## config.mk

```make
export PLATFORM = sky130hd
export DESIGN_NAME = mob_mul
export DESIGN_NICKNAME = d
export VERILOG_FILES = /design/src/rtl/mob_pkg.sv /design/src/rtl/mob_mul.sv
export SDC_FILE = /design/constraint.sdc
export NUM_CORES = 2
export LEC_CHECK = 0
export BUFFER_PORTS_ARGS = -buffer_cell sky130_fd_sc_hd__buf_2
export CAP_MARGIN = 20
export CORE_ASPECT_RATIO = 1.4
export CORE_MARGIN = 2
export CORE_UTILIZATION = 30
export CTS_CLUSTER_SIZE = 25
export DETAILED_ROUTE_END_ITERATION = 6
export SLEW_MARGIN = 10
export SYNTH_ARGS = -nofsm -noshare
export SYNTH_HDL_FRONTEND = slang
export SYNTH_SLANG_ARGS = --single-unit
```

## constraint.sdc

```tcl
create_clock -name i_clk -period 22.1 [get_ports i_clk]
set_clock_uncertainty 0.1 [all_clocks]
set_input_delay 2.21 -clock i_clk [delete_from_list [all_inputs] [get_ports i_clk]]
set_output_delay 2.21 -clock i_clk [all_outputs]
set_load 0.03 [all_outputs]
```

## src/rtl/mob_pkg.sv

```systemverilog
// ----------------------------------------------------------------------------
// Mandelbrot orbit minimum: shared package
// Widths, register indexes, reset values and sequencer state types that are
// used by the channel interfaces and by the modules of the block.
// ----------------------------------------------------------------------------
package mob_pkg;

    // Default number of fraction bits of every fixed-point value.
    localparam int DEF_FRAC_BITS = 28;

    // Fixed widths of the channel fields.
    localparam int C_W        = 32;
    localparam int ITER_W     = 16;
    localparam int SCALE_W    = 10;
    localparam int MSAT_W     = 31;
    localparam int CFG_IDX_W  = 8;
    localparam int CFG_DATA_W = 16;

    // Configuration register indexes.
    localparam logic [CFG_IDX_W-1:0] REG_MAX_ITER   = CFG_IDX_W'(0);
    localparam logic [CFG_IDX_W-1:0] REG_BAND_SCALE = CFG_IDX_W'(1);

    // Register values after reset.
    localparam logic [ITER_W-1:0]  RST_MAX_ITER   = ITER_W'(1000);
    localparam logic [SCALE_W-1:0] RST_BAND_SCALE = SCALE_W'(100);

    // Largest value of the saturated orbit minimum.
    localparam logic [MSAT_W-1:0] MSAT_MAX = {MSAT_W{1'b1}};

    // Main sequencer states.
    typedef enum logic [3:0] {
        S_IDLE,
        S_RR,
        S_RR_W,
        S_II,
        S_II_W,
        S_NORM,
        S_CHECK,
        S_RI,
        S_RI_W,
        S_BAND,
        S_BAND_W
    } t_state;

    // Phases of the shared multiplier.
    typedef enum logic [2:0] {
        MP_IDLE,
        MP_LO,
        MP_HI,
        MP_ACC,
        MP_FIN
    } t_mul_phase;

    // Phases of the zebra band unit.
    typedef enum logic [2:0] {
        BP_IDLE,
        BP_SQ,
        BP_MUL,
        BP_PREP,
        BP_ROOT
    } t_band_phase;

    // Command from the sequencer to the shared multiplier.
    typedef struct packed {
        logic start;
        logic neg;
        logic dbl;
    } t_mul_ctl;

endpackage

```

## src/rtl/mob_mul.sv

```systemverilog
// ----------------------------------------------------------------------------
// Mandelbrot orbit minimum: shared multiplier
// Multiplies two magnitudes in two half-width passes, optionally doubles the
// product, applies the sign and floors the result by 2^FRAC_BITS.
// ----------------------------------------------------------------------------
module mob_mul import mob_pkg::*; #(
    parameter int FRAC_BITS = DEF_FRAC_BITS,
    localparam int ZW = FRAC_BITS + 8,
    localparam int LW = (ZW + 1) / 2,
    localparam int PW = 2 * ZW,
    localparam int QW = PW - FRAC_BITS,
    localparam int RW = QW + 1
) (
    input  logic                 i_clk,
    input  logic                 i_rst_n,
    input  t_mul_ctl             i_ctl,
    input  logic [ZW-1:0]        i_a,
    input  logic [ZW-1:0]        i_b,
    output logic                 o_done,
    output logic signed [RW-1:0] o_res
);

    t_mul_phase r_phase, n_phase;
    logic                 r_done;
    logic [ZW-1:0]        r_a;
    logic [ZW-1:0]        r_b;
    logic                 r_neg;
    logic                 r_dbl;
    logic [ZW+LW-1:0]     r_pp;
    logic [PW-1:0]        r_acc;
    logic signed [RW-1:0] r_res;

    logic [LW-1:0]        b_lo;
    logic [LW-1:0]        b_hi;
    logic [ZW+LW-1:0]     limb_prod;
    logic [PW-1:0]        acc_dbl;
    logic [QW-1:0]        quot;
    logic                 rem_nz;
    logic signed [RW-1:0] floor_res;

    // Limb selection and the one multiplier of the unit.
    assign b_lo      = r_b[LW-1:0];
    assign b_hi      = LW'(r_b >> LW);
    assign limb_prod = (ZW+LW)'(r_a) * (ZW+LW)'((r_phase == MP_LO) ? b_lo : b_hi);

    // Doubling, truncation toward minus infinity and sign.
    assign acc_dbl   = r_dbl ? (r_acc << 1) : r_acc;
    assign quot      = QW'(acc_dbl >> FRAC_BITS);
    assign rem_nz    = |acc_dbl[FRAC_BITS-1:0];
    assign floor_res = r_neg ? -($signed(RW'(quot)) + $signed(RW'(rem_nz)))
                             : $signed(RW'(quot));

    // Phase sequence.
    always_comb begin
        n_phase = r_phase;
        case (r_phase)
            MP_IDLE: begin
                if (i_ctl.start) begin
                    n_phase = MP_LO;
                end
            end
            MP_LO:   n_phase = MP_HI;
            MP_HI:   n_phase = MP_ACC;
            MP_ACC:  n_phase = MP_FIN;
            MP_FIN:  n_phase = MP_IDLE;
            default: n_phase = MP_IDLE;
        endcase
    end

    always_ff @(posedge i_clk) begin
        if (!i_rst_n) begin
            r_phase <= MP_IDLE;
            r_done  <= 1'b0;
        end else begin
            r_phase <= n_phase;
            r_done  <= (r_phase == MP_FIN);
        end
    end

    // Operand latch, partial products and accumulation.
    always_ff @(posedge i_clk) begin
        case (r_phase)
            MP_IDLE: begin
                if (i_ctl.start) begin
                    r_a   <= i_a;
                    r_b   <= i_b;
                    r_neg <= i_ctl.neg;
                    r_dbl <= i_ctl.dbl;
                end
            end
            MP_LO: begin
                r_pp <= limb_prod;
            end
            MP_HI: begin
                r_acc <= PW'(r_pp);
                r_pp  <= limb_prod;
            end
            MP_ACC: begin
                r_acc <= r_acc + (PW'(r_pp) << LW);
            end
            MP_FIN: begin
                r_res <= floor_res;
            end
            default: begin
            end
        endcase
    end

    assign o_done = r_done;
    assign o_res  = r_res;

endmodule

```

==> flow_metrics.env <==
export IMPL_synth_top_area_share_pct=30.9
export IMPL_cts_root_buf="clkbuf_16"
export IMPL_slowest_delay_ps=690
export IMPL_die_w_um=294
export IMPL_grtUsageMet1_pct=18.9
export IMPL_clk_latency_ps=620
export IMPL_area_growth_pct=8.13
export IMPL_syn_inst=3781
export IMPL_critPathCaptureType="flop"
export IMPL_path_class="flop to flop"
export IMPL_ioPinCount=123
export IMPL_period_needed_ps=8040
export IMPL_grt_max_degree=79
export IMPL_drive_above_1_share_pct=6.99
export IMPL_synth_top_area_cell="fa_1"
export IMPL_hold_violations=0
export IMPL_fmax_ghz=0.124
export IMPL_crit_arrival_ps=8310
export IMPL_rsz0062_at_grt="false"
export IMPL_antenna_cells=0
export IMPL_ys_ff_latch=249
export IMPL_drv_slew=0
export IMPL_cp_max_fo=36
export IMPL_cts_buffer_depth=3
export IMPL_grt_antenna_before_repair=1
export IMPL_period_share_pct=36.4
export IMPL_met3_usage_pct=1.56
export IMPL_worstMarginPinSlew_ps=1040
export IMPL_synth_area_leaders="fa_1 (31%), edfxtp_1 (21%), ha_1 (8.0%), inv_1 (7.1%), nand2_1 (6.0%)"
export IMPL_fp_coreArea_mm2=0.116
export IMPL_dieArea_mm2=0.120
export IMPL_crit_path_top_delay_cell="mux2_2"
export IMPL_vias=25800
export IMPL_yosysSeqAreaShare_pct=21.1
export IMPL_netlist_cell_type_count=89
export IMPL_hold_class="flop to flop"
export IMPL_cp_start_kind="flop"
export IMPL_chipHeight_um=410
export IMPL_dp_hpwl_mm=74.1
export IMPL_cts_setup_buffers=0
export IMPL_cts_resized_gates=0
export IMPL_htreeDepth=1
export IMPL_drt_iter0_drc=1311
export IMPL_routabilityCongestion=0.895
export IMPL_wire_per_inst_um=17.8
export IMPL_synthArstFlopShare_pct=0
export IMPL_clk_pin_slew_ps=70
export IMPL_cts_buffers=29
export IMPL_synth_area_mm2=0.0353
export IMPL_via_per_inst=4.87
export IMPL_fp_row_count=148
export IMPL_outcome="complete, no violations"
export IMPL_use_met2_pct=29.2
export IMPL_grt_pass1_wl_mm=152
export IMPL_drt_first_pass_iters=5
export IMPL_syn_nets=4629
export IMPL_numPortBuffers=122
export IMPL_floorplan_initialDensity_pct=30.3
export IMPL_drt_wl_total_mm=94.3
export IMPL_cts_sinks=249
export IMPL_grt_overflow=0
export IMPL_path_common_cell="fa_1"
export IMPL_tns_ps=0
export IMPL_drc=0
export IMPL_ant_nets=0
export IMPL_slew_headroom_pct=30.7
export IMPL_grt_pass1_vias=28000
export IMPL_cap_violations=0
export IMPL_postSynthAreaPerCell_um2=9.34
export IMPL_grtUsageTotal_pct=15.9
export IMPL_grt_busiest_layer="met2"
export IMPL_ctsHoldBuffers=0
export IMPL_setup_viol=0
export IMPL_synth_warnings=0
export IMPL_nNetsFinal=4619
export IMPL_yosys_most_used_dff="edfxtp_1"
export IMPL_synth_edf_count=245
export IMPL_critical_path_cell_chain="nor3b_2 -> buf_4 -> mux2_2 -> and2_1 -> fa_1 -> inv_1 -> fa_1 -> inv_1 -> fa_1 -> inv_1 -> fa_1 -> fa_1 -> fa_1 -> inv_1 -> ha_1 -> and3_1 -> and2_1 -> nand4_1 -> a2111o_1 -> nand3_1 -> a41oi_1 -> o21ai_1 -> a31oi_1 -> xnor2_1"
export IMPL_cts_tree="done"
export IMPL_cp_required_ps=22360
[cell families after synthesis]
| kind of cell | Yosys count | share of synthesized area, % |
|---|---|---|
| xor gates and xnor gates | 121 | 3.00 |
| buffers and inverters | 849 | 9.16 |
| AOI/OAI and AO/OA | 566 | 10.1 |
| muxes | 71 | 2.20 |
| DFF | 249 | 21.1 |
| adders and majority gates | 771 | 38.9 |
| and+or+nand+nor | 1154 | 15.5 |
[critical path, delay by kind of cell, from the launching register on]
kind / cells / cell delay [ps]
compound gates: 4 / 1080
xor+xnor: 1 / 140
fa+ha+maj: 7 / 3440
buf+inv: 5 / 510
flops: 1 / 510
mux: 1 / 690
simple gates: 6 / 1260
[placed cells by master, fill, tap and decap left out, types with 35 or more instances in the layout]
cell type	netlist	layout
a21o_1	97	97
a21oi_1	188	188
and2_1	265	265
buf_2	12	122
edfxtp_1	245	245
fa_1	545	545
ha_1	226	226
inv_1	671	671
mux2_2	52	52
nand2_1	563	562
nand3_1	37	37
nand4_1	39	39
nor2_1	125	125
o21ai_0	82	82
o21ai_1	35	35
xnor2_1	65	65
xor2_1	56	56
[synthesized netlist by cell type, types with 35 or more instances]
master and n:
nand3_1 37, ha_1 226, nor2_1 125, a21oi_1 188, o21ai_0 82, fa_1 545, o21ai_1 35, and2_1 265
mux2_2 52, clkbuf_1 142, nand4_1 39, inv_1 671, a21o_1 97, nand2_1 563, xnor2_1 65, edfxtp_1 245
xor2_1 56
[flip-flops by register name (all words and copies together) (netlist names)]
register	flops
r_acc	72
r_a	36
o_res	45
r_phase	3
r_neg	1
r_b	36
r_pp	54
r_dbl	1
o_done	1
[layout make-up]
type	instances	area [µm²]
timing repair buffer	135	708
fill	12000	78300
multi-input combinational	2683	24700
clock inverter	23	236
inverter	673	2530
clock buffer	30	729
sequential	249	7440
tap	1500	1880
[metrics by stage]
stage / utilization, % / hold WS [ps] / instance area, µm² / instances / worst slack [ps]
CTS: 32.8 / 487 / 38200 / 5293 / 14060
global placement: 31.9 / 464 / 37200 / 5240 / 14120
finish: 32.8 / 482 / 38200 / 5293 / 14060
global route: 32.8 / 526 / 38200 / 5293 / 13630
floorplan: - / 422 / 35300 / 3781 / 11590
detailed placement: 31.9 / 478 / 37200 / 5240 / 14040
[final timing paths]
| check | from | endpoint | slack [ps] | cells past startpoint |
|---|---|---|---|---|
| max | r_phase[0]$_SDFFE_PN0P_ | r_pp[47]$_DFFE_PP_ | 14060 | 24 |
| min | r_pp[0]$_DFFE_PP_ | r_acc[0]$_DFFE_PP_ | 480 | 1 |
| max reg2reg | r_phase[0]$_SDFFE_PN0P_ | r_pp[47]$_DFFE_PP_ | 14060 | 24 |
| min reg2reg | r_pp[0]$_DFFE_PP_ | r_acc[0]$_DFFE_PP_ | 480 | 1 |
[metal layers]
layer | up-vias | routed length, µm
met5 | - | 13
met4 | 2 | 3680
met3 | 210 | 3680
met2 | 603 | 48400
met1 | 12900 | 38600
li1 | 12100 | -
Power is not shown: default switching activity piles up to over one toggle a cycle in this logic, so the estimate is an artifact.
