$ cat src/rtl/mob_pkg.sv
// ----------------------------------------------------------------------------
// Mandelbrot orbit minimum: shared package
// Widths, register indexes, reset values and sequencer state types that are
// used by the channel interfaces and by the modules of the block.
// ----------------------------------------------------------------------------
package mob_pkg;

    // Default number of fraction bits of every fixed-point value.
    localparam int DEF_FRAC_BITS = 28;

    // Fixed widths of the channel fields.
    localparam int C_W        = 32;
    localparam int ITER_W     = 16;
    localparam int SCALE_W    = 10;
    localparam int MSAT_W     = 31;
    localparam int CFG_IDX_W  = 8;
    localparam int CFG_DATA_W = 16;

    // Configuration register indexes.
    localparam logic [CFG_IDX_W-1:0] REG_MAX_ITER   = CFG_IDX_W'(0);
    localparam logic [CFG_IDX_W-1:0] REG_BAND_SCALE = CFG_IDX_W'(1);

    // Register values after reset.
    localparam logic [ITER_W-1:0]  RST_MAX_ITER   = ITER_W'(1000);
    localparam logic [SCALE_W-1:0] RST_BAND_SCALE = SCALE_W'(100);

    // Largest value of the saturated orbit minimum.
    localparam logic [MSAT_W-1:0] MSAT_MAX = {MSAT_W{1'b1}};

    // Main sequencer states.
    typedef enum logic [3:0] {
        S_IDLE,
        S_RR,
        S_RR_W,
        S_II,
        S_II_W,
        S_NORM,
        S_CHECK,
        S_RI,
        S_RI_W,
        S_BAND,
        S_BAND_W
    } t_state;

    // Phases of the shared multiplier.
    typedef enum logic [2:0] {
        MP_IDLE,
        MP_LO,
        MP_HI,
        MP_ACC,
        MP_FIN
    } t_mul_phase;

    // Phases of the zebra band unit.
    typedef enum logic [2:0] {
        BP_IDLE,
        BP_SQ,
        BP_MUL,
        BP_PREP,
        BP_ROOT
    } t_band_phase;

    // Command from the sequencer to the shared multiplier.
    typedef struct packed {
        logic start;
        logic neg;
        logic dbl;
    } t_mul_ctl;

endpackage

$ cat src/rtl/mob_band.sv
// ----------------------------------------------------------------------------
// Mandelbrot orbit minimum: zebra band unit
// Scales the orbit minimum by band_scale squared, drops the fraction bits and
// takes the integer square root one result bit per cycle; reports its parity.
// ----------------------------------------------------------------------------
module mob_band import mob_pkg::*; #(
    parameter int FRAC_BITS = DEF_FRAC_BITS
) (
    input  logic               i_clk,
    input  logic               i_rst_n,
    input  logic               i_start,
    input  logic [MSAT_W-1:0]  i_msat,
    input  logic [SCALE_W-1:0] i_scale,
    output logic               o_done,
    output logic               o_white
);

    localparam int PRW = MSAT_W + 2 * SCALE_W;
    localparam int SCW = PRW - FRAC_BITS;
    localparam int RB  = (SCW + 1) / 2;
    localparam int XW  = 2 * RB;
    localparam int CW  = $clog2(RB);

    t_band_phase r_phase, n_phase;
    logic                 r_done;
    logic [MSAT_W-1:0]    r_msat;
    logic [SCALE_W-1:0]   r_scale;
    logic [2*SCALE_W-1:0] r_s2;
    logic [PRW-1:0]       r_prod;
    logic [XW-1:0]        r_x;
    logic [RB+1:0]        r_rem;
    logic [RB-1:0]        r_root;
    logic [CW-1:0]        r_cnt;

    logic [RB+3:0]        rem_sh;
    logic [RB+3:0]        trial;
    logic                 fits;

    // One restoring square root step.
    assign rem_sh = {r_rem, r_x[XW-1:XW-2]};
    assign trial  = (RB+4)'({r_root, 2'b01});
    assign fits   = (rem_sh >= trial);

    always_comb begin
        n_phase = r_phase;
        case (r_phase)
            BP_IDLE: begin
                if (i_start) begin
                    n_phase = BP_SQ;
                end
            end
            BP_SQ:   n_phase = BP_MUL;
            BP_MUL:  n_phase = BP_PREP;
            BP_PREP: n_phase = BP_ROOT;
            BP_ROOT: begin
                if (r_cnt == '0) begin
                    n_phase = BP_IDLE;
                end
            end
            default: n_phase = BP_IDLE;
        endcase
    end

    always_ff @(posedge i_clk) begin
        if (!i_rst_n) begin
            r_phase <= BP_IDLE;
            r_done  <= 1'b0;
        end else begin
            r_phase <= n_phase;
            if (r_phase == BP_IDLE && i_start) begin
                r_done <= 1'b0;
            end else if (r_phase == BP_ROOT && r_cnt == '0) begin
                r_done <= 1'b1;
            end
        end
    end

    // Datapath: square the scale, scale the minimum, then the root bits.
    always_ff @(posedge i_clk) begin
        case (r_phase)
            BP_IDLE: begin
                if (i_start) begin
                    r_msat  <= i_msat;
                    r_scale <= i_scale;
                end
            end
            BP_SQ: begin
                r_s2 <= (2*SCALE_W)'(r_scale) * (2*SCALE_W)'(r_scale);
            end
            BP_MUL: begin
                r_prod <= PRW'(r_msat) * PRW'(r_s2);
            end
            BP_PREP: begin
                r_x    <= XW'(r_prod >> FRAC_BITS);
                r_rem  <= '0;
                r_root <= '0;
                r_cnt  <= CW'(RB - 1);
            end
            BP_ROOT: begin
                r_x   <= r_x << 2;
                r_cnt <= r_cnt - 1'b1;
                if (fits) begin
                    r_rem  <= (RB+2)'(rem_sh - trial);
                    r_root <= {r_root[RB-2:0], 1'b1};
                end else begin
                    r_rem  <= (RB+2)'(rem_sh);
                    r_root <= {r_root[RB-2:0], 1'b0};
                end
            end
            default: begin
            end
        endcase
    end

    assign o_done  = r_done;
    assign o_white = ~r_root[0];

endmodule

$ cat config.mk
export PLATFORM = sky130hd
export DESIGN_NAME = mob_band
export DESIGN_NICKNAME = d
export VERILOG_FILES = /design/src/rtl/mob_pkg.sv /design/src/rtl/mob_band.sv
export SDC_FILE = /design/constraint.sdc
export NUM_CORES = 2
export LEC_CHECK = 0
export ABC_AREA = 1
export BUFFER_PORTS_ARGS = -buffer_cell sky130_fd_sc_hd__buf_2
export CAP_MARGIN = 20
export CELL_PAD_IN_SITES_DETAIL_PLACEMENT = 0
export CELL_PAD_IN_SITES_GLOBAL_PLACEMENT = 1
export CORE_ASPECT_RATIO = 0.7
export CORE_MARGIN = 2
export CORE_UTILIZATION = 35
export CTS_CLUSTER_DIAMETER = 30
export DETAILED_ROUTE_END_ITERATION = 8
export PLACE_DENSITY = 0.71
export SLEW_MARGIN = 30
export SYNTH_ARGS = -nofsm -noshare
export SYNTH_HDL_FRONTEND = slang
export SYNTH_SLANG_ARGS = --single-unit
$ cat constraint.sdc
create_clock -name i_clk -period 8.3 [get_ports i_clk]
set_input_delay 1.66 -clock i_clk [delete_from_list [all_inputs] [get_ports i_clk]]
set_output_delay 1.66 -clock i_clk [all_outputs]
set_load 0.03 [all_outputs]
==> impl_results.md <==
* Multiplexer share of the synthesized area at 0
* Syn_area_per_cell at around 7.7 sq um
* Cts repair resizes at 0
* Post-Route WL at about 79 mm
* HPWL Detailed at approximately 66 mm
* Hold buffers post-CTS at 0
* Startpoint types: flip-flop
* Vias in the first global route at between 20000 and 25000
* Commonest non-fill, non-tap cells in the layout: nand2_1, inv_1, fa_1
* Worst Hold Class: flip-flop to flip-flop
* Number of synthesized flops with an enable pin at approximately 140
* Number of synthesized register bits at 141
* DR WL/cell at 15.9 um
* Largest family of logic cells by synthesized area: adder cells
* Hold path cells at 1
* Worst-path fanout max at 15
* Synth warn at 0
* Crit path time final at approximately 7 ns
* Cts bufs inserted at 17
* Row cnt at 89
* Setup TNS at 0 ns
* Router iterations before antenna repair at 5
* Adder-cell area share of the yosys netlist at 0.467
* Root Driver: clkbuf_16
* Total number of vias at 22159
* Synth Area in Compound Gates at 0.0164
* Core ar. at 0.0839 sq mm
* Synth unique cells at 47
* Hold path endpoint: r_phase[0]
* Placer Congestion at around 0.9
* Die Footprint at 0.0867 sq mm
* Setup Viol. Count Final at 0
* CP Class: flip-flop to flip-flop
* Dpl ws at ~1.4 ns
* Die span in y at about 250 um
* Final hold viol count at 0
* First-pass GRT wire length at ~130 mm
* Slew Limit Headroom at 0.299
* GR Overflow Total at 0
* CTS Sinks at 141
* Area leader, netlist: fa_1
* CTS tree: built
* Worst path bufs/invs at 4
* Capture point of the worst reg-to-reg path: r_prod[45]
* Fraction of registers with async set or reset after synthesis at 0
* Critical Path Sink Type: flip-flop
* Critical Path RT at about 8.6 ns
* Cell count after placement at between 4000 and 5000
* Most common cell after layout, fill and taps aside: nand2_1
* Seq/Total Area, Yosys at 0.142
* I/O Buffers at 45
* Clk slew on worst S/H paths at about 0.07 ns
* Max stage delay on crit path at around 0.98 ns
* Layout cells sized above 1 at 0.0427
* Global Route Usage Sum at 0.197
* Critical Path, Cell by Cell: buf_4, nand2_1, fa_1, inv_1, fa_1, fa_1, fa_1, fa_1, fa_1, inv_1, fa_1, inv_1, ha_1, nand2_1, nor2_1, nand2_1, nor3_1, nand3_1, nand4_1, nand2_1
* Simple-Gate Fraction of Synth Area at 0.201
* Top post-synthesis cells by area: fa_1, nand2_1, inv_1, edfxtp_1, ha_1
* Residual DRC at 0
* Hold_sp: r_phase[0]
* Initial drt markers at about 1800
* Width of the chip at between 300 and 400 um
* Crit-path slowest cell: edfxtp_1
* Synth Flop Type: edfxtp_1
* Clock Path Buffers at 2
* DR vias/cell at 4.45
* Worst Reg-to-Reg Cells at 20
* Setup Buffers After CTS at 0
* XOR/XNOR Fraction of Synth Area at 0.00949
* Cell mode on critical path: fa_1
* R2r setup slk at about 1.3 ns
* Layout area overhead at 7.61%
* Antenna cell count at 0
* Tightest Pin Transition at roughly 1.1 ns
* Top-area cell type share of the netlist area at 0.363
* Total of max-cap violations at 0
* I/O Pins at 46
* Antenna violations before repair at 0
* Synth Instances at 3835
* Setup WS post-layout at roughly 1.3 ns
* Status: completed
* Final nets at ~4600
* Worst-Skew Late Latency at between 0.5 and 0.6 ns
* Initial Util at 0.352
* Skew final at roughly 0.029 ns
* Pin count of the biggest net entering global routing at 43
* Post-route ant nets at 0
* Htree depth at 4
* Crit path DAT at just over 7 ns
* Family with the most delay on the worst path: adder cells
* Post-route insts no fill at 4974
* Setup repair after global routing missed its margin: false
* Peak Freq at between 100 and 150 MHz
* Reg2reg start: r_s2[11]
* Slew Limit Fails at 0
* Fillers at around 9000
* Synth Cell Area at between 0.02 and 0.03 sq mm
* Fin crit share at 0.839
-- metrics by stage --
step	utilization	hold slack [ns]	cell area, sq um
5_1_grt	0.379	0.522	31800
3_3_place_gp	0.370	0.471	31100
3_5_place_dp	0.371	0.479	31100
4_1_cts	0.378	0.491	31700
6_report	0.379	0.484	31800
2_1_floorplan	-	0.421	29500
-- state kept, by name, indices dropped and copies added, names as in the netlist --
signal / count
r_scale: 10
o_done: 1
r_phase: 3
r_s2: 19
r_cnt: 4
r_rem: 14
r_prod: 23
r_x: 24
r_root: 12
r_msat: 31
-- cell type report --
cell class,count,area (sq um),area share
clock buffer,17,425,0.0134
clock inverter,15,191,0.00603
timing repair buffer,105,722,0.0227
sequential,141,4190,0.132
inverter,1146,4300,0.135
tap,1137,1420,0.0448
multi-input combinational,2413,20500,0.646
-- synthesized netlist by cell type (2+ instances only) --
master    number
nand3b_1       3
clkbuf_1     110
nor3_1        10
nand3_1       63
and2_1         2
o21bai_1       8
buf_2          2
edfxtp_1     137
xnor2_1        8
nor2_1       152
nand2_2        5
a21o_1         4
o21ai_1        5
o21ai_0       11
ha_1         244
nor4_1         2
nand4_1       23
or2_2          3
xor2_1        24
o21a_1         2
dfxtp_1        4
nor2_2         6
buf_1         23
inv_1       1143
a21oi_1       45
fa_1         536
nand2_1     1240
-- how the worst max path moves through the flow --
| stage | start | slack (ns) | end | cells after the start |
|---|---|---|---|---|
| 5_1_grt | r_s2[11] | 1.02 | r_prod[45] | 20 |
| 3_5_place_dp | r_s2[12] | 1.40 | r_prod[45] | 20 |
| 3_3_place_gp | r_s2[9] | 1.29 | r_prod[45] | 22 |
| 6_report | r_s2[11] | 1.33 | r_prod[45] | 20 |
| 2_1_floorplan | r_msat[25] | 2.27 | r_prod[32] | 25 |
| 4_1_cts | r_s2[10] | 1.37 | r_prod[45] | 22 |
-- routing by layer --
metal / global-route usage / vias to the layer above / part of all wire
met1: 0.307 / 10623 / 0.51
met3: 0.0487 / 46 / 0.084
li1: - / 10846 / -
met4: 0.0387 / 0 / 0.012
met2: 0.273 / 644 / 0.39
met5: 0 / - / 0
-- worst register-to-register path: cells and delay by family (launching register included) --
kind | cells | cell delay (ns)
buffers and inverters | 4 | 0.50
adders and majority gates | 8 | 3.87
and+or+nand+nor | 8 | 1.37
DFF | 1 | 0.98
-- logic make-up (layout without fill, tap and decap cells) --
group | count (synthesis) | after routing
flip-flops | 141 | 141
XOR/XNOR | 32 | 32
adder cells (fa/ha/maj) | 780 | 780
buffers and inverters | 1284 | 1283
AND/OR/NAND/NOR | 1514 | 1514
AO/OA/AOI/OAI | 83 | 83
other | 1 | 4
Power is left out: the tool's default activity adds up to more than one toggle a clock period on the data nets, which glitch-free logic cannot reach.
